## config.mk

```make
export PLATFORM = sky130hd
export DESIGN_NAME = bpa_front
export DESIGN_NICKNAME = d
export VERILOG_FILES = /design/src/sv/bpa_pkg.sv /design/src/sv/bpa_front.sv
export SDC_FILE = /design/constraint.sdc
export NUM_CORES = 1
export LEC_CHECK = 0
export BUFFER_PORTS_ARGS = -buffer_cell sky130_fd_sc_hd__buf_2
export CELL_PAD_IN_SITES_DETAIL_PLACEMENT = 1
export CELL_PAD_IN_SITES_GLOBAL_PLACEMENT = 2
export CORE_UTILIZATION = 34
export CTS_CLUSTER_SIZE = 40
export DETAILED_ROUTE_END_ITERATION = 12
export GPL_TIMING_DRIVEN = 0
export PLACE_DENSITY_LB_ADDON = 0.1
export SETUP_SLACK_MARGIN = 0.4
export SLEW_MARGIN = 10
export SYNTH_ARGS = -nofsm -noshare
export SYNTH_HDL_FRONTEND = slang
export SYNTH_SLANG_ARGS = --single-unit
```

## constraint.sdc

```tcl
create_clock -name aclk -period 1.41 [get_ports aclk]
set_clock_uncertainty 0.05 [all_clocks]
set_input_delay 0.0705 -clock aclk [delete_from_list [all_inputs] [get_ports aclk]]
set_output_delay 0.0705 -clock aclk [all_outputs]
set_load 0.1 [all_outputs]
```

## src/sv/bpa_pkg.sv

```systemverilog
// Shared types, constants and codes of the bitmap page allocator.
package bpa_pkg;

    localparam int POOL_PAGES = 2048;
    localparam int MAX_RUN    = 64;
    localparam int WORD_W     = 32;
    localparam int WORDS      = POOL_PAGES / WORD_W;
    localparam int WADDR_W    = $clog2(WORDS);
    localparam int IDX_W      = $clog2(POOL_PAGES);
    localparam int LIMIT_W    = IDX_W + 1;
    localparam int CHUNK_W    = 8;
    localparam int CHUNKS     = WORD_W / CHUNK_W;
    localparam int CSEL_W     = $clog2(CHUNKS);
    localparam int BSEL_W     = $clog2(CHUNK_W);
    localparam int PAGE_W     = 20;
    localparam int CNT_W      = 7;
    localparam int POOL_W     = 12;
    localparam int ST_W       = 2;

    localparam logic [ST_W-1:0] ST_OK      = 2'd0;
    localparam logic [ST_W-1:0] ST_NO_VIRT = 2'd1;
    localparam logic [ST_W-1:0] ST_NO_PHYS = 2'd2;

    localparam logic [1:0] REG_POOL_PAGES = 2'd0;
    localparam logic [1:0] REG_VIRT_BASE  = 2'd1;
    localparam logic [1:0] REG_PHYS_BASE  = 2'd2;

    typedef struct packed {
        logic              bad;
        logic [CNT_W-1:0]  count;
    } req_t;

    typedef struct packed {
        logic              valid;
        req_t              req;
    } queue_out_t;

    typedef struct packed {
        logic [LIMIT_W-1:0] limit;
        logic [PAGE_W-1:0]  virt_base;
        logic [PAGE_W-1:0]  phys_base;
    } cfg_t;

endpackage

```

## src/sv/bpa_front.sv

```systemverilog
// Request intake: checks the page count and queues requests for the engine.
module bpa_front (
    input  logic                     aclk,
    input  logic                     aresetn,
    input  logic                     in_valid,
    output logic                     in_ready,
    input  logic [bpa_pkg::CNT_W-1:0] in_count,
    input  logic                     pop,
    output bpa_pkg::queue_out_t      q_out
);
    import bpa_pkg::*;

    req_t        entry_reg [2];
    logic        wptr_reg;
    logic        rptr_reg;
    logic [1:0]  fill_reg;
    logic        push;
    logic        do_pop;
    req_t        new_req;

    assign in_ready = (fill_reg != 2'd2);
    assign push     = in_valid & in_ready;
    assign do_pop   = pop & (fill_reg != 2'd0);

    assign new_req.count = in_count;
    assign new_req.bad   = (in_count == '0) || (in_count > CNT_W'(MAX_RUN));

    always_ff @(posedge aclk) begin
        if (push) begin
            entry_reg[wptr_reg] <= new_req;
        end
    end

    always_ff @(posedge aclk) begin
        if (!aresetn) begin
            wptr_reg <= 1'b0;
            rptr_reg <= 1'b0;
            fill_reg <= 2'd0;
        end else begin
            if (push) begin
                wptr_reg <= ~wptr_reg;
            end
            if (do_pop) begin
                rptr_reg <= ~rptr_reg;
            end
            fill_reg <= fill_reg + 2'(push) - 2'(do_pop);
        end
    end

    assign q_out.valid = (fill_reg != 2'd0);
    assign q_out.req   = entry_reg[rptr_reg];

endmodule

```

# --- Yosys cells after proc, flatten, opt, wreduce, memory -nomap -nowiden ---
# Memories as Yosys holds them, arrays and structs flattened. A register that Yosys moved wholly into a read port is not among the register bits.
# Cells that the tools add are included.
totals:
  mem_bits_rw: 16
  ff_bits: 4
  output_inout_bits: 10
  mem_count: 1
  inputBits: 11
  wordCells: 19
op_classes:
  reduce_logical: 3
  mux: 4
  add_sub_neg: 2
  bitwise: 4
  magnitude_cmp: 1
  eq_ne: 1
mem_list:
  columns: ["name", "words", "width", "read_ports", "rd_clocked_by_memory_dff", "write_ports", "line_no", "rtl"]
  rows:
  - ["entry_reg", 2, 8, 1, 1, 1, "bpa_front.sv:13", "req_t entry_reg [2];"]
op_table:
  columns: ["cell", "n"]
  rows:
  - ["7-bit greater-than comparator, second input constant", 1]
  - ["7-bit zero test", 1]
  - ["1-bit 2-to-1 mux", 4]
  - ["2-bit by 1-bit adder with 2-bit output", 1]
  - ["1-bit bitwise AND", 2]
  - ["2-bit inequality test, second input constant", 1]
  - ["1-bit inverter", 2]
  - ["2-bit nonzero test", 1]
  - ["2-bit by 1-bit subtractor with 2-bit output", 1]
  - ["1-bit logical OR", 1]

# --- Longest topological paths before layout ---
# Gate-level depths: netlist (run 1).
logic_depth:
  depth_word: 4
  mapped_depth: 6

# --- Worst setup path after synthesis (run 1) ---
# OpenSTA, ideal clock, no wires.
synth_timing:
  kind: "register -> register"
  start: "register fill_reg[0]"
  end: "memory entry_reg[1][0] in the netlist's numbering (enable)"
  required_time_ns: 1.027
  setup_time_ns: 0.333
  stages_incl_launch_ff: 3
  t_arrival_ns: 1.674
  setup_slack_ns: -0.647
  cell_sequence: "dfxtp_1 > nand2b_1 > and3_1"
synth_between:
  elab_chain_len: 4
synth_lines:
  columns: ["element", "line_no", "rtl"]
  rows:
  - ["start: declaration", "bpa_front.sv:16", "logic [1:0] fill_reg;"]
  - ["start signal: assignment", "bpa_front.sv:46", "fill_reg <= fill_reg + 2'(push) - 2'(do_pop);"]
  - ["2-bit inequality test", "bpa_front.sv:21", "assign in_ready = (fill_reg != 2'd2);"]
  - ["net in_ready", "bpa_front.sv:6", "output logic in_ready,"]
  - ["1-bit bitwise AND", "bpa_front.sv:22", "assign push = in_valid & in_ready;"]
  - ["1-bit 2-to-1 mux", "bpa_front.sv:29", "if (push) begin"]
  - ["1-bit 2-to-1 mux (implied by the code)", "bpa_front.sv:30", "entry_reg[wptr_reg] <= new_req;"]
  - ["end: declaration", "bpa_front.sv:13", null]
# The timed path passes the listed nets, and every way through them passes these cells.

==> results of run 1 <==
[worst max path at each step]
| stage | start | cells after the start | end | slack, ns |
|---|---|---|---|---|
| floorplan | fill_reg[0] | 3 | entry_reg[0][0] | 0.08 |
| detailed placement | fill_reg[1] | 6 | fill_reg[1] | 0.13 |
| global placement | in_count[3] | 4 | entry_reg[1][7] | 0.14 |
| CTS | register | 3 | q_out[5] | -0.008 |
| finish | register | 3 | q_out[2] | -0.02 |
| global route | register | 3 | q_out[2] | -0.07 |
[cell type report]
cell class / count / share of cell area (%)
Timing Repair Buffer: 34 / 27.11
Inverter: 1 / 0.4386
Sequential cell: 21 / 41.32
Tap cell: 28 / 2.456
Multi-Input combinational cell: 34 / 25.09
Clock buffer: 4 / 1.842
Buffer: 1 / 1.754
[power breakdown]
group	leakage, nW	switching, mW	total, mW	internal (mW)
Combinational	0.364	0.855	1.50	0.649
Clock	0.0150	0.186	0.296	0.110
Sequential	0.193	0.0555	0.826	0.771
[cell families after synthesis]
group,count (synthesis),synth area share (%)
buffers and inverters,2,0.8650
flip-flops,21,66.96
XOR/XNOR,2,2.021
AND/OR/NAND/NOR,15,10.97
multiplexers,9,11.54
AO/OA/AOI/OAI,7,6.206
adder cells (fa/ha/maj),1,1.443
[tightest hold or removal path, cell delays in order]
cell      delay (ns)
buf_2           0.14
nand2b_4        0.07
mux2i_1         0.05
[metrics by stage]
step | cell area, µm² | hold WS, ns | setup slack (ns)
after floorplan | 927.1 | 0.1194 | 0.07840
after global placement | 1062 | 0.2241 | 0.1405
after detailed placement | 1062 | 0.2343 | 0.1346
after CTS | 1378 | 0.03400 | -0.007520
after global routing | 1426 | 0.006305 | -0.07107
final | 1426 | 0.009683 | -0.01935
[timing repair]
action                     4_1_cts  5_1_grt
pin swaps                       10        7
setup buffers                    4        3
gates resized for setup         50        5
hold buffers                     7        0
cloned                           0        0
hold endpoints to repair        14        0
setup endpoints to repair       30       33
[cells in the mapped netlist]
cell type and instances:
edfxtp_1 16, mux2_2 8, dfxtp_1 5, and2_1 3, a21bo_2 2, nand2b_1 2
nor2_1 2, o21ai_0 2, a211oi_1 1, a21boi_1 1, a32oi_1 1, and3_1 1
clkbuf_1 1, ha_1 1, inv_1 1, mux2i_1 1, nand2_1 1, nand3_1 1
nand3b_1 1, nor2b_1 1, nor3_2 1, or2_2 1, or4_4 1, xnor2_1 1
xor2_1 1
[routing by layer]
metal / share of wire [%] / vias to the layer above
li1: - / 291
met1: 40 / 285
met2: 55 / 23
met3: 4.1 / 4
met4: 1.0 / 0
met5: 0 / -
==> summary.md, run 1 <==
| Metric | Value |
|---|---|
| Vias in the first global route | `636` |
| Post-route DRC | `0` |
| CP top delay family | `flip-flops` |
| HP Class | `input port to register` |
| Syn Inst Count | `57` |
| Reg-to-Reg Start | `fill_reg[0]` |
| Max stage delay on crit path | `0.35 ns` |
| Most frequent cells in the layout | `edfxtp_1 (16), buf_12 (10), buf_2 (9), mux2_4 (8), dlygate4sd3_1 (7)` |
| Status | `finished, violations left` |
| Critical path's slowest cell | `dfxtp_2` |
| CTS Root Cell | `clkbuf_4` |
| Syn_nets | `69` |
| Via count | `roughly 600` |
| Most used routing layer in global routing | `met2` |
| Max-Cap Viols | `0` |
| Largest net degree at the start of global routing | `12` |
| Total power | `2.627 mW` |
| RR Endpoint | `fill_reg[1]` |
| CTS Buf Count | `3` |
| Crit Path Max Fanout | `8` |
| Leak | `0.5717 nW` |
| Area taken by multi-input logic gates | `357.8 µm²` |
| Dpl cells | `105` |
| Met1 usage in global routing | `between 10% and 20%` |
| GR Util met2 | `about a third` |
| Crit path time final | `1.429 ns` |
| Die area | `0.002756 mm²` |
| Netlist cell types | `25` |
| Final wirelength | `2145 µm` |
| Tot GR Track Use | `16.72%` |
| Gr ovfl total | `0` |
| Peak VDD IR | `1534 µV` |
| Post-synthesis sequential area ratio | `about two thirds` |
| Met3 usage | `about 3.2%` |
| Max Clk Rate | `699.6 MHz` |
| WL/cell | `17.44 µm` |
| Hold Violations, Final | `0` |
| Worst-skew pair later-pin latency | `0.30 ns` |
| Die W | `between 50 and 60 µm` |
| PortBufs | `20` |
| # rows | `17` |
| Clock-pin slew on the worst setup and hold paths | `0.11 ns` |
| Critical path cell sequence | `clkbuf_16 -> mux2_4 -> buf_12` |
| Vias per cell | `4.902` |
| First-pass GRT wire length | `3118 µm` |
| Clock buffer depth | `2` |
| Mean Syn Cell Area | `between 15 and 20 µm²` |
| Number of fill cells | `221` |
| Yosys reg bits | `21` |
| Setup-failing EPs final | `8` |
| WP buf/inv | `2` |
| Req. time, crit path | `roughly 1.3 ns` |
| Ratio of cells with drive above 1 in the final layout | `58.95%` |
| IO Pins | `21` |
| Most common cell after layout, fill and taps aside | `edfxtp_1` |
| Worst setup margin | `-0.01935 ns` |
| Crit. End Element | `primary output` |
| DR iter-0 viols | `4` |
| Total clock sinks | `21` |
| Final Net Count | `108` |
| Setup TNS | `-0.07183 ns` |
| Synth area leaders | `edfxtp_1 (55%), dfxtp_1 (12%), mux2_2 (10%)` |
| YS warnings | `0` |
| Final Max Tran Viols | `0` |
| DR pass1 iterations | `4` |
| Arr. time, crit path | `1.31 ns` |
| Power per cell area | `1842 mW/mm²` |
| Leading area contributor after synthesis | `edfxtp_1` |
| Post-DP HPWL | `1106 µm` |
| R2r setup slk | `0.17 ns` |
| Initial antenna violation count | `0` |
| Core area | `0.002297 mm²` |
| Hold Path Sink | `fill_reg[1]` |
| CTS tree | `done` |
| Final Core Density | `between 60% and 70%` |
| Failing checks | `setup timing` |
| Area growth, synth to finish | `64.50%` |
| Ant. Diodes | `0` |
| Hold_sp | `aresetn` |
| Worst rel slew slack | `84.22%` |
| RePlAce Congestion | `0.6141` |
| Synth top area share | `55.41%` |
| Post-route clock period utilization | `101.4%` |
| H-tree lvl count | `1` |
| R2R cell count | `4` |
| Die height | `52.50 µm` |
| Initial Util | `between 30% and 40%` |
| Max reg flops | `16` |
| RSZ-0062 raised after global routing | `yes` |
| Worst Hold Depth | `3` |
| Fin cells | `123` |
| Register area | `a little under 600 µm²` |
| Slew @ Worst Pin | `0.2368 ns` |
| Routed Antenna Nets | `0` |
| Crit path kind | `register to primary output` |
| Synthesized area | `867.1 µm²` |
| CP Launch Type | `register` |
(Power assumes the default switching activity.)
==> inputs of run 2 (changes only) <==
--- a/config.mk
+++ b/config.mk
@@ -13,7 +13,7 @@
 export DETAILED_ROUTE_END_ITERATION = 12
 export GPL_TIMING_DRIVEN = 0
 export PLACE_DENSITY_LB_ADDON = 0.1
-export SETUP_SLACK_MARGIN = 0.4
+export SETUP_SLACK_MARGIN = 0.15
 export SLEW_MARGIN = 10
 export SYNTH_ARGS = -nofsm -noshare
 export SYNTH_HDL_FRONTEND = slang
==> summary.md, run 2 (synthesis results as in run 1) <==
| Metric | Value |
|---|---|
| Status | `finished, final reports clean` |
| Critical path's slowest cell | `dfxtp_2` |
| CP top delay family | `flip-flops` |
| Setup TNS | `0 ns` |
| Area taken by multi-input logic gates | `approximately 330 µm²` |
| Die height | `52.50 µm` |
| Gr ovfl total | `0` |
| Number of fill cells | `215` |
| Core area | `roughly 0.0023 mm²` |
| Clock-pin slew on the worst setup and hold paths | `0.11 ns` |
| Max-Cap Viols | `0` |
| Slew @ Worst Pin | `roughly 0.27 ns` |
| Switching Fraction | `42.04%` |
| First-pass GRT wire length | `2953 µm` |
| Crit. End Element | `primary output` |
| Leak | `0.5306 nW` |
| Worst-skew pair later-pin latency | `slightly below 0.3 ns` |
| Crit Path Max Fanout | `8` |
| Setup-failing EPs final | `0` |
| Clock buffer depth | `2` |
| Die W | `52.50 µm` |
| Fin cells | `118` |
| PortBufs | `20` |
| CTS Root Cell | `clkbuf_4` |
| Ant. Diodes | `0` |
| Total power | `about 2.5 mW` |
| Post-DP HPWL | `1147 µm` |
| WL/cell | `15.99 µm` |
| # rows | `17` |
| Initial antenna violation count | `0` |
| Peak VDD IR | `1084 µV` |
| DR pass1 iterations | `4` |
| Final Net Count | `103` |
| Max Clk Rate | `710.1 MHz` |
| RePlAce Congestion | `0.6391` |
| DR iter-0 viols | `4` |
| WP buf/inv | `2` |
| Arr. time, crit path | `between 1 and 1.5 ns` |
| Comb pwr share | `between 50% and 60%` |
| Via count | `583` |
| Clock network fraction of design power | `~11%` |
| Worst rel slew slack | `between 80% and 90%` |
| Vias in the first global route | `624` |
| Ratio of cells with drive above 1 in the final layout | `51.11%` |
| Post-route clock period utilization | `99.87%` |
| Post-route DRC | `0` |
| Power per cell area | `between 1500 and 2000 mW/mm²` |
| Tot GR Track Use | `15.32%` |
| Crit path kind | `register to primary output` |
| HP Class | `input port to register` |
| Final wirelength | `1887 µm` |
| Sequential Power Share | `33.4%` |
| Dpl cells | `105` |
| CTS tree | `done` |
| Hold Violations, Final | `0` |
| Register area | `589.3 µm²` |
| CP Launch Type | `register` |
| RSZ-0062 raised after global routing | `yes` |
| Max reg flops | `16` |
| Final Core Density | `58.44%` |
| Max stage delay on crit path | `0.35 ns` |
| Vias per cell | `4.941` |
| Internal power | `1.444 mW` |
| Area growth, synth to finish | `54.83%` |
| Most frequent cells in the layout | `edfxtp_1 (16), buf_2 (10), buf_12 (9), mux2_4 (8), dlygate4sd3_1 (8)` |
| Hold slack | `0.1111 ns` |
| Total clock sinks | `21` |
| Die area | `0.002756 mm²` |
| Req. time, crit path | `1.29 ns` |
| IO Pins | `21` |
| Routed Antenna Nets | `0` |
| CTS Buf Count | `3` |
| Initial Util | `37.75%` |
| Crit path time final | `1.408 ns` |
| Most common cell after layout, fill and taps aside | `edfxtp_1` |
| H-tree lvl count | `1` |
| Critical path cell sequence | `clkbuf_16 -> mux2_4 -> buf_12` |
| Largest net degree at the start of global routing | `12` |
| Final Max Tran Viols | `0` |
| Sw Pwr | `1.047 mW` |
[run 2: final timing paths]
path	start	to	slack, ns	cells past startpoint
hold reg to reg	wptr_reg	wptr_reg	0.54	2
hold / removal	in_valid	wptr_reg	0.11	3
setup / recovery	register	q_out[4]	0.002	3
setup reg to reg	fill_reg[1]	fill_reg[1]	0.17	6
[run 2: power groups by stage]
stage               logic (mW)  registers, mW  clock network [mW]
floorplan                0.864          0.818                   0
detailed placement       0.990          0.834                   0
CTS                       1.37          0.829               0.290
global route              1.43          0.843               0.304
finish                    1.38          0.833               0.276
global placement         0.980          0.830                   0
[run 2: worst register-to-register path, delay by kind of cell (launching register included)]
kind	cells	cell delay (ns)
adders and majority gates	1	0.18
AOI/OAI and AO/OA	1	0.17
muxes	1	0.11
and+or+nand+nor	3	0.26
DFF	1	0.41
[run 2: routing by layer]
layer  share of wire [%]  track usage (%)  up-vias
met5                   0                0        -
met4                0.64            5.263        0
met3                 3.6            2.319        2
met2                  57            29.75       13
met1                  38            16.39      289
li1                    -                -      279
[run 2: layout make-up]
type	instances	area share [%]
Buffer	1	1.864
Clock buffer	4	1.957
Inverter	1	0.2796
Multi-Input combinational cell	34	24.88
Sequential cell	21	43.90
Tap cell	28	2.610
Timing Repair Buffer	29	24.51
[run 2: repair_timing]
action                                 in CTS  in global routing
resized for setup                          50                  3
hold buffers                                8                  0
setup endpoints to repair                  12                 11
pin swaps                                   2                  1
setup buffers                               1                  0
endpoints found under the hold margin      15                  0
[run 2: metrics by stage]
step                worst slack [ns]  area, µm²
floorplan                    0.07684      894.6
global placement             -0.1319       1030
detailed placement           -0.1491       1030
CTS                         -0.01739       1329
global route                -0.03903       1343
finish                      0.001785       1343
