[config.mk]
export PLATFORM = sky130hd
export DESIGN_NAME = bpa_regs
export DESIGN_NICKNAME = d
export VERILOG_FILES = /design/src/sv/bpa_pkg.sv /design/src/sv/bpa_regs.sv
export SDC_FILE = /design/constraint.sdc
export NUM_CORES = 1
export LEC_CHECK = 0
export ABC_AREA = 1
export ABC_CLOCK_PERIOD_IN_PS = 1000
export BUFFER_PORTS_ARGS = -buffer_cell sky130_fd_sc_hd__buf_4
export CELL_PAD_IN_SITES_DETAIL_PLACEMENT = 2
export CELL_PAD_IN_SITES_GLOBAL_PLACEMENT = 2
export CORE_ASPECT_RATIO = 0.7
export CORE_UTILIZATION = 22
export DETAILED_ROUTE_END_ITERATION = 6
export HOLD_SLACK_MARGIN = 0.1
export PLACE_DENSITY = 0.86
export SLEW_MARGIN = 20
export SYNTH_ARGS = -nofsm -noshare
export SYNTH_HDL_FRONTEND = slang
export SYNTH_SLANG_ARGS = --single-unit
[constraint.sdc]
create_clock -name aclk -period 1 [get_ports aclk]
set_input_delay 0.1 -clock aclk [delete_from_list [all_inputs] [get_ports aclk]]
set_output_delay 0.1 -clock aclk [all_outputs]
set_load 0.005 [all_outputs]
[src/sv/bpa_pkg.sv]
// Shared types, constants and codes of the bitmap page allocator.
package bpa_pkg;

    localparam int POOL_PAGES = 2048;
    localparam int MAX_RUN    = 64;
    localparam int WORD_W     = 32;
    localparam int WORDS      = POOL_PAGES / WORD_W;
    localparam int WADDR_W    = $clog2(WORDS);
    localparam int IDX_W      = $clog2(POOL_PAGES);
    localparam int LIMIT_W    = IDX_W + 1;
    localparam int CHUNK_W    = 8;
    localparam int CHUNKS     = WORD_W / CHUNK_W;
    localparam int CSEL_W     = $clog2(CHUNKS);
    localparam int BSEL_W     = $clog2(CHUNK_W);
    localparam int PAGE_W     = 20;
    localparam int CNT_W      = 7;
    localparam int POOL_W     = 12;
    localparam int ST_W       = 2;

    localparam logic [ST_W-1:0] ST_OK      = 2'd0;
    localparam logic [ST_W-1:0] ST_NO_VIRT = 2'd1;
    localparam logic [ST_W-1:0] ST_NO_PHYS = 2'd2;

    localparam logic [1:0] REG_POOL_PAGES = 2'd0;
    localparam logic [1:0] REG_VIRT_BASE  = 2'd1;
    localparam logic [1:0] REG_PHYS_BASE  = 2'd2;

    typedef struct packed {
        logic              bad;
        logic [CNT_W-1:0]  count;
    } req_t;

    typedef struct packed {
        logic              valid;
        req_t              req;
    } queue_out_t;

    typedef struct packed {
        logic [LIMIT_W-1:0] limit;
        logic [PAGE_W-1:0]  virt_base;
        logic [PAGE_W-1:0]  phys_base;
    } cfg_t;

endpackage

[src/sv/bpa_regs.sv]
// Configuration registers of the page allocator behind an APB-style port.
module bpa_regs (
    input  logic                 aclk,
    input  logic                 aresetn,
    input  logic                 psel,
    input  logic                 penable,
    input  logic                 pwrite,
    input  logic [3:0]           paddr,
    input  logic [31:0]          pwdata,
    output logic [31:0]          prdata,
    output logic                 pready,
    output bpa_pkg::cfg_t        cfg
);
    import bpa_pkg::*;

    logic [POOL_W-1:0]  pool_pages_reg;
    logic [PAGE_W-1:0]  virt_base_reg;
    logic [PAGE_W-1:0]  phys_base_reg;
    logic [POOL_W-1:0]  pool_clamped;
    logic               wr_en;

    assign pready = 1'b1;
    assign wr_en  = psel & penable & pwrite;

    always_ff @(posedge aclk) begin
        if (!aresetn) begin
            pool_pages_reg <= POOL_W'(POOL_PAGES);
            virt_base_reg  <= PAGE_W'(786688);
            phys_base_reg  <= PAGE_W'(512);
        end else if (wr_en) begin
            case (paddr[3:2])
                REG_POOL_PAGES: pool_pages_reg <= pwdata[POOL_W-1:0];
                REG_VIRT_BASE:  virt_base_reg  <= pwdata[PAGE_W-1:0];
                REG_PHYS_BASE:  phys_base_reg  <= pwdata[PAGE_W-1:0];
                default: ;
            endcase
        end
    end

    always_comb begin
        case (paddr[3:2])
            REG_POOL_PAGES: prdata = 32'(pool_pages_reg);
            REG_VIRT_BASE:  prdata = 32'(virt_base_reg);
            REG_PHYS_BASE:  prdata = 32'(phys_base_reg);
            default:        prdata = '0;
        endcase
    end

    assign pool_clamped = (pool_pages_reg > POOL_W'(POOL_PAGES)) ? POOL_W'(POOL_PAGES)
                                                                 : pool_pages_reg;
    assign cfg.limit     = LIMIT_W'(pool_clamped) & ~LIMIT_W'(CHUNK_W - 1);
    assign cfg.virt_base = virt_base_reg;
    assign cfg.phys_base = phys_base_reg;

endmodule

After elaboration in Yosys (flattened, before gate mapping). Cells that the tools add are included.

Bits in registers: 52. Input port bits: 41.

Order comparisons: 1. Equality and inequality tests: 2. Multiplexer cells: 2. Bitwise operators: 2. Reduce and logical (&&, ||, !) cells: 4.

Operators with widths (count): case mux 20 bit (3 select lines) (1); > comparator 12 bit (second input constant) (1); two-way mux 12 bit (1); AND reduction 2 bit (3); bitwise AND 1 bit (2); == test 2 x 1 -> 1 bit (second input constant) (1); == test 2 bit (second input constant) (1); logical NOT 2 bit (1).

Longest topological paths before layout. Gate-level depths: netlist of the first run.

Depth after elaboration: 3. Gate-level depth with buffers: 7.

Worst setup path after synthesis of the first run. Ideal clock, no wire load.

Kind: reg-to-output. Start: reg pool_pages_reg[8]. End: out cfg[43] in the netlist's numbering. Arrival: 0.780 ns. Required time: 0.900 ns. Slack: 0.120 ns. Stages on the path, launching flop included: 6. Cells stage by stage: dfxtp_1 > nor2_1 > nand2_1 > nor2_1 > nand2_1 > a21oi_1.

RTL lines: from (decl) (RTL line bpa_regs.sv:16) `logic [POOL_W-1:0] pool_pages_reg;`; from (signal assigned) (RTL line bpa_regs.sv:27) `pool_pages_reg <= POOL_W'(POOL_PAGES);`; from (signal assigned) (RTL line bpa_regs.sv:32) `REG_POOL_PAGES: pool_pages_reg <= pwdata[POOL_W-1:0];`; to (decl) (RTL line bpa_regs.sv:12) `output bpa_pkg::cfg_t cfg`.

==> qor.yml, run 1 <==
yosys:
  synthXorXnorAreaFrac: 0
  syn_area_per_cell_sq_um: 7.03
  yosys_warnings: 0
  synthSimpleGateAreaFrac: 0.253
  synth_area_sq_um: 2360
  synth_top_family_by_area: "simple AND/OR/NAND/NOR gates"
  ys_seq_elements: 52
  synth_fa_ha_area_frac: 0
  synth_compound_area_frac: 0.175
  synthMuxAreaShare: 0
  synth_cell_type_count: 16
  synthCells: 336
  ys_seq_area_frac: 0.441
clocking:
  worstSkewPairLatency_ps: 290
  cts_tree: "built"
  cts_root_buf: "clkbuf_16"
  cts_made_buffers: 5
  clock-sinks: 52
  htree_levels: 2
  clk_pin_slew_worst_paths_ps: 70
  clockBufferDepth: 2
timing:
  setup_tns_ps: -5240
  finalWorstSetupSlack_ps: -479
  drv_slew: 0
  clock_skew_ps: 0
  final.period_utilization: 1.48
  timing.fmax_mhz: 676
  hold_slack_ps: 105
  fin_crit_ps: 1480
  rsz0062_at_grt: "yes"
  hold_viol_final: 0
  setup_violations: 29
floorplanning:
  chipWidth_um: 126
  die_h_um: 88.7
  initial_core_util: 0.227
  coreArea_sq_um: 10400
  fp-row-count: 31
  dieArea_sq_um: 11200
  io_pins: 126
grt:
  grt_pass1_vias: 3003
  grt-ovfl-total: 0
  grt_max_degree: 27
  grt_pass1_wl_um: 15600
  gr-usage-all-layers: 0.182
  antenna_found_initial: 0
detailed_routing:
  vias: 2753
  drt_iter0_markers: 77
  wl_per_cell_um: 16.3
  routed_via_density: 4.50
  drt_pass1_iterations: 4
  routed_wl_um: 9990
  remaining_drc_errors: 0
  ant_nets: 0
placement:
  place_worst_setup_slack_ps: -238
  place_congestion: 0.740
  port_buffers: 95
  dpl_cell_area_sq_um: 3310
  dp_hpwl_um: 6990
  place_inst: 567
critical_path:
  cp_slowest_cell: "dfxtp_2"
  max_stage_delay_ps: 320
  worstSetupPathType: "reg2out"
  cp_top_family: "simple AND/OR/NAND/NOR gates"
  path_cells: "nor2_1 > nand2_1 > nor2_2 > nand2_2 > a21oi_2 > buf_4"
  crit_required_ps: 900
  critical_path.n_buffers_inverters: 1
  cp_max_fo: 5
  cp_data_arrival_time_ps: 1380
  crit_path_end_kind: "primary output"
  start_kind: "flip-flop"
worst_hold_path:
  hold_path_class: "in2reg"
outcome:
  status: "finished, violations left"
  violations: "negative setup slack"
cells_and_area:
  nFillCells: 1173
  finalCoreUtilization: 0.380
  most-common-layout-cells: "buf_4 (119), nor2_1 (96), o21ai_1 (45), nand2_1 (40), dfxtp_1 (27)"
  instances_no_fill: 612
  syn_to_final_growth_pct: 67.2
  fin_area_sq_um: 3950
  final_common_cell: "buf_4"
  final_nets: 520
  antennaDiodeCount: 0
  layout-drive-gt1-share: 0.429
pwr:
  peakVddDrop_uv: 637
  total_power_mw: 4.66
  power_density_nw_per_um2: 1180
  leakage_nw: 1.80
flow_run:
  max_cap_violations: 0
==> cell usage after synthesis (all sizes together) <==
master	n	area share
dfxtp	52	0.44
o211ai	11	0.035
nor2	106	0.17
conb	2	0.0032
inv	18	0.029
nand2	42	0.067
o21ai	47	0.10
a21oi	5	0.011
nand3	7	0.015
buf	31	0.088
clkbuf	7	0.011
a22o	8	0.030
==> final timing paths <==
path         cells after the start  slack [ps]               from           endpoint
max                              6        -480  pool_pages_reg[4]            cfg[43]
min                              2         110            aresetn   phys_base_reg[9]
max reg2reg                      5          70  pool_pages_reg[6]  pool_pages_reg[6]
min reg2reg                      2         510  virt_base_reg[13]  virt_base_reg[13]
==> per-layer routing <==
| metal | vias up | track usage | wire, um |
|---|---|---|---|
| li1 | 1331 | - | - |
| met1 | 1356 | 0.230 | 4590 |
| met2 | 59 | 0.336 | 5040 |
| met3 | 7 | 0.0248 | 268 |
| met4 | 0 | 0.0329 | 89 |
| met5 | - | 0 | 0 |
==> where the power goes <==
part	internal, mW	switching, mW
logic	0.361	0.351
registers	2.12	0.0346
clock network	0.998	0.799
total	3.48	1.18
==> what timing repair did <==
| action | 4_1_cts | 5_1_grt |
|---|---|---|
| pin swaps | 23 | 5 |
| setup endpoints to repair | 29 | 29 |
| hold buffers | 21 | 0 |
| gates resized for setup | 55 | 18 |
| hold endpoints to repair | 47 | 0 |
| setup buffers | 14 | 4 |
==> final cells by class <==
type / count / area [sq um] / share of cell area
multi-input cells: 242 / 1120 / 0.283
flip-flops and latches: 52 / 1070 / 0.272
clock inverters: 2 / 15.0 / 0.00380
repair buffers: 160 / 1360 / 0.345
clock buffers: 6 / 139 / 0.0352
inverters: 18 / 75.1 / 0.0190
well taps: 132 / 165 / 0.0418
==> logic make-up (layout without fill, tap and decap cells) <==
kind of cell | Yosys count | in the layout
other cells | 2 | 16
flops | 52 | 52
simple gates | 155 | 155
compound gates | 71 | 71
buf+inv | 56 | 186
(Power assumes the default switching activity.)
==> inputs of run 2 (changes only) <==
CORE_ASPECT_RATIO = 0.8   (was 0.7)
==> qor.yml, run 2 (same netlist as run 1, synthesis figures left out) <==
timing:
  fin_crit_ps: 1420  # was 1480 ps
  setup_violations: 29  # unchanged
  hold_viol_final: 0  # unchanged
  drv_slew: 0  # unchanged
  timing.fmax_mhz: 703  # was 676 MHz
  clock_skew_ps: 0  # unchanged
  rsz0062_at_grt: "yes"  # unchanged
  final.period_utilization: 1.42  # was 1.48
  finalWorstSetupSlack_ps: -423  # was -479 ps
flow_run:
  max_cap_violations: 0  # unchanged
detailed_routing:
  wl_per_cell_um: 18.3  # was 16.3 um
  remaining_drc_errors: 0  # unchanged
  ant_nets: 0  # unchanged
  routed_via_density: 4.54  # was 4.50
  routed_wl_um: 11300  # was 9990 um
  drt_iter0_markers: 49  # was 77
  vias: 2805  # was 2753
  drt_pass1_iterations: 4  # unchanged
critical_path:
  cp_max_fo: 5  # unchanged
  worstSetupPathType: "reg2out"  # unchanged
  crit_required_ps: 900  # about the same
  crit_path_end_kind: "primary output"  # unchanged
  cp_data_arrival_time_ps: 1320  # was 1380 ps
  start_kind: "flip-flop"  # unchanged
placement:
  dp_hpwl_um: 7280  # was 6990 um
  place_congestion: 0.724  # was 0.740
  dpl_cell_area_sq_um: 3320  # was 3310 sq um
  port_buffers: 95  # unchanged
pwr:
  total_power_mw: 4.99  # was 4.66 mW
  p_clk_frac: 0.424  # was 0.385
  peakVddDrop_uv: 715  # was 637 uV
  power_density_nw_per_um2: 1250  # was 1180 nW/um^2
  p_comb_frac: 0.144  # was 0.153
  power_frac_seq: 0.432  # was 0.462
  p_sw_mw: 1.20  # was 1.18 mW
  p_int_mw: 3.79  # was 3.48 mW
  swShare: 0.241  # was 0.254
  leakage_nw: 1.83  # was 1.80 nW
floorplanning:
  io_pins: 126  # unchanged
  chipWidth_um: 118  # was 126 um
  initial_core_util: 0.229  # was 0.227
  dieArea_sq_um: 11200  # about the same
  die_h_um: 94.7  # was 88.7 um
  fp-row-count: 33  # was 31
  coreArea_sq_um: 10300  # was 10400 sq um
cells_and_area:
  final_nets: 518  # was 520
  layout-drive-gt1-share: 0.425  # was 0.429
  antennaDiodeCount: 0  # unchanged
  syn_to_final_growth_pct: 69.5  # was 67.2%
  most-common-layout-cells: "buf_4 (116), nor2_1 (95), o21ai_1 (45), nand2_1 (40), dfxtp_1 (29)"  # was buf_4 (119), nor2_1 (96), o21ai_1 (45), nand2_1 (40), dfxtp_1 (27)
  nFillCells: 1178  # was 1173
  finalCoreUtilization: 0.388  # was 0.380
  final_common_cell: "buf_4"  # unchanged
  fin_area_sq_um: 4000  # was 3950 sq um
grt:
  grt_pass1_vias: 3073  # was 3003
  grt-ovfl-total: 0  # unchanged
  gr-usage-all-layers: 0.192  # was 0.182
  antenna_found_initial: 0  # unchanged
  grt_pass1_wl_um: 16500  # was 15600 um
  grt_max_degree: 53  # was 27
outcome:
  violations: "negative setup slack"  # unchanged
  status: "finished, violations left"  # unchanged
clocking:
  worstSkewPairLatency_ps: 290  # about the same
  cts_tree: "built"  # unchanged
  clk_pin_slew_worst_paths_ps: 70  # about the same
  clock-sinks: 52  # unchanged
  htree_levels: 2  # unchanged
  cts_root_buf: "clkbuf_16"  # unchanged
  clockBufferDepth: 2  # unchanged
  cts_made_buffers: 5  # unchanged
worst_hold_path:
  hold_path_class: "in2reg"  # unchanged
==> run 2: cell types whose count changed in the layout (fill, tap and decap cells not counted), sizes merged <==
cell | previous run | this run
clkbuf | 6 | 8
dlygate4sd3 | 21 | 20
clkinvlp | 2 | 0
buf | 139 | 137
bufinv | 0 | 1
==> run 2: what timing repair did <==
item	in CTS	in global routing
hold endpoints to repair	44	0
pin swaps	26	10
gates resized for setup	58	26
hold buffers	20	0
buffers inserted	13	4
cloned	0	1
endpoints found under the setup margin	29	37
==> run 2: worst paths after layout <==
kind                            cells past startpoint  slack [ps]           endpoint         startpoint
worst min-delay path                                3         240  virt_base_reg[19]            aresetn
worst max register to register                      4         120  pool_pages_reg[4]  pool_pages_reg[4]
worst min register to register                      2         510   virt_base_reg[8]   virt_base_reg[8]
worst max-delay path                                6        -420            cfg[44]  pool_pages_reg[4]
==> run 2: worst max-delay path, stage by stage (launching register included) <==
cell	delay, ps
dfxtp_2	330
nor2_2	120
nand2_1	70
nor2_2	100
nand2_2	120
a21oi_1	160
buf_4	130
==> run 2: layout make-up <==
| type | count | area (sq um) | area share |
|---|---|---|---|
| sequential | 52 | 1070 | 0.268 |
| clock buffer | 7 | 153 | 0.0381 |
| tap | 140 | 175 | 0.0438 |
| inverter | 18 | 82.6 | 0.0206 |
| clock inverter | 1 | 30.0 | 0.00750 |
| multi-input combinational | 242 | 1140 | 0.285 |
| timing repair buffer | 158 | 1350 | 0.337 |
==> run 2: power by group through the flow <==
stage,Combinational (mW),Sequential [mW],Clock [mW]
4_1_cts,0.679,2.15,2.13
5_1_grt,0.782,2.16,2.24
3_3_place_gp,0.548,2.20,0
6_report,0.720,2.16,2.12
3_5_place_dp,0.574,2.20,0
2_1_floorplan,0.279,2.19,0
==> run 2: metal layers <==
layer,track usage,share of wire,vias to the layer above
li1,-,-,1322
met1,0.217,0.42,1408
met2,0.382,0.54,60
met3,0.0302,0.030,15
met4,0.0342,0.015,0
met5,0,0,-
==> run 2: per-stage QoR <==
stage               setup slack, ps  setup TNS (ps)  hold WS, ps  std cells
global placement               -169           -9610          310        578
CTS                            -404           -4870          242        615
finish                         -423           -5340          243        618
floorplan                       120               0          213        350
global route                   -515           -6690          265        618
detailed placement             -238          -12990          322        578
==> inputs of run 3 (changes only) <==
ABC_AREA = default   (was 1)
CORE_UTILIZATION = 25   (was 22)
PLACE_DENSITY = 0.88   (was 0.86)
==> qor.yml, run 3 <==
cells_and_area:
  final_common_cell: "buf_4"  # unchanged
  layout-drive-gt1-share: 0.472  # was 0.425
  instances_no_fill: 549  # was 618
  most-common-layout-cells: "buf_4 (135), nand2_1 (79), mux2i_1 (58), dfxtp_2 (38), conb_1 (16)"  # was buf_4 (116), nor2_1 (95), o21ai_1 (45), nand2_1 (40), dfxtp_1 (29)
  syn_to_final_growth_pct: 57.8  # was 69.5%
  final_nets: 453  # was 518
  antennaDiodeCount: 0  # unchanged
  fin_area_sq_um: 3920  # was 4000 sq um
yosys:
  synth_commonest_cells: "nand2_1 (79), mux2i_1 (59), dfxtp_1 (52), buf_4 (20), clkbuf_1 (15)"  # was nor2_1 (105), dfxtp_1 (52), o21ai_1 (45), nand2_1 (42), buf_4 (21)
  ys_seq_area_frac: 0.420  # was 0.441
  synthArstFlopShare: 0  # unchanged
  synth_area_sq_um: 2480  # was 2360 sq um
  ys_seq_elements: 52  # unchanged
  yosys_warnings: 0  # unchanged
  synth_ff_type: "dfxtp_1"  # unchanged
  yosysTopAreaCell: "dfxtp_1"  # unchanged
  synth_cell_type_count: 18  # was 16
  synthCells: 281  # was 336
  syn_area_per_cell_sq_um: 8.83  # was 7.03 sq um
  synth.area.top_cells: "dfxtp_1 (42%), mux2i_1 (24%), nand2_1 (12%)"  # was dfxtp_1 (44%), nor2_1 (17%), o21ai_1 (9.5%)
  yosysMostFrequentCell: "nand2_1"  # was nor2_1
  synth_edf_count: 0  # unchanged
  synth_top_area_frac: 0.420  # was 0.441
pwr:
  power_frac_seq: 0.466  # was 0.432
  leakage_nw: 1.80  # was 1.83 nW
  p_clk_frac: 0.418  # was 0.424
  peakVddDrop_uv: 661  # was 715 uV
  swShare: 0.222  # was 0.241
  p_int_mw: 3.54  # was 3.79 mW
  p_sw_mw: 1.01  # was 1.20 mW
  power_density_nw_per_um2: 1160  # was 1250 nW/um^2
  p_comb_frac: 0.116  # was 0.144
critical_path:
  cp_max_fo: 2  # was 5
  regToRegStartpoint: "pool_pages_reg[11]"  # was pool_pages_reg[4]
  worstSetupPathType: "reg2out"  # unchanged
  cp_data_arrival_time_ps: 1030  # was 1320 ps
  start_kind: "flip-flop"  # unchanged
  cp_top_family: "flip-flops"  # was simple AND/OR/NAND/NOR gates
  crit_cells: 3  # was 6
  crit_required_ps: 900  # about the same
  critical_path.n_buffers_inverters: 1  # unchanged
  r2r_setup_slack_ps: 220  # was 120 ps
  path_cells: "mux2i_1 > o21ai_1 > buf_4"  # was nor2_2 > nand2_1 > nor2_2 > nand2_2 > a21oi_1 > buf_4
  timing.rr.end: "pool_pages_reg[11]"  # was pool_pages_reg[4]
  cp_slowest_cell: "dfxtp_2"  # unchanged
  crit_path_end_kind: "primary output"  # unchanged
  worstRegToRegCells: 3  # was 4
  max_stage_delay_ps: 320  # was 330 ps
detailed_routing:
  vias: 2390  # was 2805
  remaining_drc_errors: 0  # unchanged
  routed_via_density: 4.35  # was 4.54
  ant_nets: 0  # unchanged
  routed_wl_um: 8800  # was 11300 um
  wl_per_cell_um: 16.0  # was 18.3 um
  drt_pass1_iterations: 4  # unchanged
  drt_iter0_markers: 73  # was 49
clocking:
  clk_pin_slew_worst_paths_ps: 70  # about the same
  htree_levels: 2  # unchanged
  clock-sinks: 52  # unchanged
  worstSkewPairLatency_ps: 280  # was 290 ps
  cts_root_buf: "clkbuf_16"  # unchanged
  cts_made_buffers: 5  # unchanged
  cts_tree: "built"  # unchanged
  clockBufferDepth: 2  # unchanged
timing:
  setup_tns_ps: -1790  # was -5340 ps
  fin_crit_ps: 1130  # was 1420 ps
  final.period_utilization: 1.13  # was 1.42
  clock_skew_ps: 0  # unchanged
  drv_slew: 0  # unchanged
  finalWorstSetupSlack_ps: -132  # was -423 ps
  timing.fmax_mhz: 883  # was 703 MHz
  setup_violations: 29  # unchanged
  hold_viol_final: 0  # unchanged
  rsz0062_at_grt: "yes"  # unchanged
floorplanning:
  die_h_um: 91.1  # was 94.7 um
  fp-row-count: 32  # was 33
  coreArea_sq_um: 9650  # was 10300 sq um
  dieArea_sq_um: 10300  # was 11200 sq um
  io_pins: 126  # unchanged
  chipWidth_um: 113  # was 118 um
  initial_core_util: 0.257  # was 0.229
grt:
  gr-usage-all-layers: 0.174  # was 0.192
  grt_max_degree: 50  # was 53
  grt_pass1_vias: 2584  # was 3073
  antenna_found_initial: 0  # unchanged
  grt-ovfl-total: 0  # unchanged
  grt_pass1_wl_um: 13800  # was 16500 um
outcome:
  status: "finished, violations left"  # unchanged
  violations: "negative setup slack"  # unchanged
placement:
  dpl_cell_area_sq_um: 3380  # was 3320 sq um
  port_buffers: 95  # unchanged
  place_worst_setup_slack_ps: -172  # was -238 ps
  place_inst: 508  # was 578
  dp_hpwl_um: 6310  # was 7280 um
  place_congestion: 0.723  # was 0.724
worst_hold_path:
  hold_start: "pwdata[17]"  # was aresetn
  hold_path_class: "in2reg"  # unchanged
  hold_depth: 3  # unchanged
  holdPathEnd: "virt_base_reg[17]"  # was virt_base_reg[19]
flow_run:
  max_cap_violations: 0  # unchanged
[run 3: changes by cell type after synthesis, moves of 7 or more]
cell,previous run,this run
nor2_1,105,0
mux2i_1,0,59
o21ai_1,45,0
nand2_1,42,79
nor2b_1,0,10
o21ai_0,2,12
buf_2,10,2
clkbuf_1,7,15
inv_2,7,0
[run 3: logic make-up after synthesis]
family / synth area share
flops: 0.420
compound gates: 0.0706
other cells: 0.00303
mux: 0.238
buf+inv: 0.104
simple gates: 0.165
[run 3: through the flow]
| step | utilization | hold slack [ps] | power [mW] |
|---|---|---|---|
| 2_1_floorplan | - | 242 | 2.42 |
| 3_3_place_gp | 0.350 | 358 | 2.62 |
| 3_5_place_dp | 0.350 | 375 | 2.64 |
| 4_1_cts | 0.403 | 100 | 4.62 |
| 5_1_grt | 0.406 | 115 | 4.75 |
| 6_report | 0.406 | 105 | 4.55 |
[run 3: timing repair]
| action | 4_1_cts | 5_1_grt |
|---|---|---|
| endpoints found under the setup margin | 29 | 29 |
| hold buffers | 7 | 0 |
| hold endpoints to repair | 9 | 0 |
| pin swaps | 4 | 4 |
| buffers inserted | 26 | 0 |
| gates resized for setup | 58 | 8 |
[run 3: cell type report]
class	instances	area [sq um]
well taps	136	170
multi-input cells	199	1280
flip-flops and latches	52	1090
clock inverters	2	35.0
clock buffers	6	129
inverters	5	18.8
fillers	1096	5730
repair buffers	149	1200
[run 3: routing by layer]
layer / vias to the layer above / part of all wire / global-route usage
met5: - / 0 / 0
met4: 0 / 0.0048 / 0.0340
met1: 1168 / 0.45 / 0.215
li1: 1158 / - / -
met2: 62 / 0.51 / 0.316
met3: 2 / 0.034 / 0.0280
[run 3: worst max-delay path by stage]
stage / start / end
finish: virt_base_reg[10] / prdata[10]
global route: virt_base_reg[8] / prdata[8]
CTS: pool_pages_reg[11] / prdata[11]
detailed placement: pwrite / pool_pages_reg[5]
global placement: pwrite / pool_pages_reg[1]
floorplan: paddr[2] / pool_pages_reg[10]
[run 3: power by group through the flow]
| stage | registers [mW] | logic [mW] | clock network [mW] |
|---|---|---|---|
| 6_report | 2.12 | 0.528 | 1.90 |
| 5_1_grt | 2.12 | 0.575 | 2.05 |
| 4_1_cts | 2.12 | 0.528 | 1.97 |
| 3_5_place_dp | 2.17 | 0.467 | 0 |
| 3_3_place_gp | 2.17 | 0.452 | 0 |
| 2_1_floorplan | 2.17 | 0.255 | 0 |
[run 3: worst reg2reg max path, stage by stage (launching register included)]
cell      delay [ps]
dfxtp_2          340
buf_4            150
o31ai_1           60
o211ai_1         110
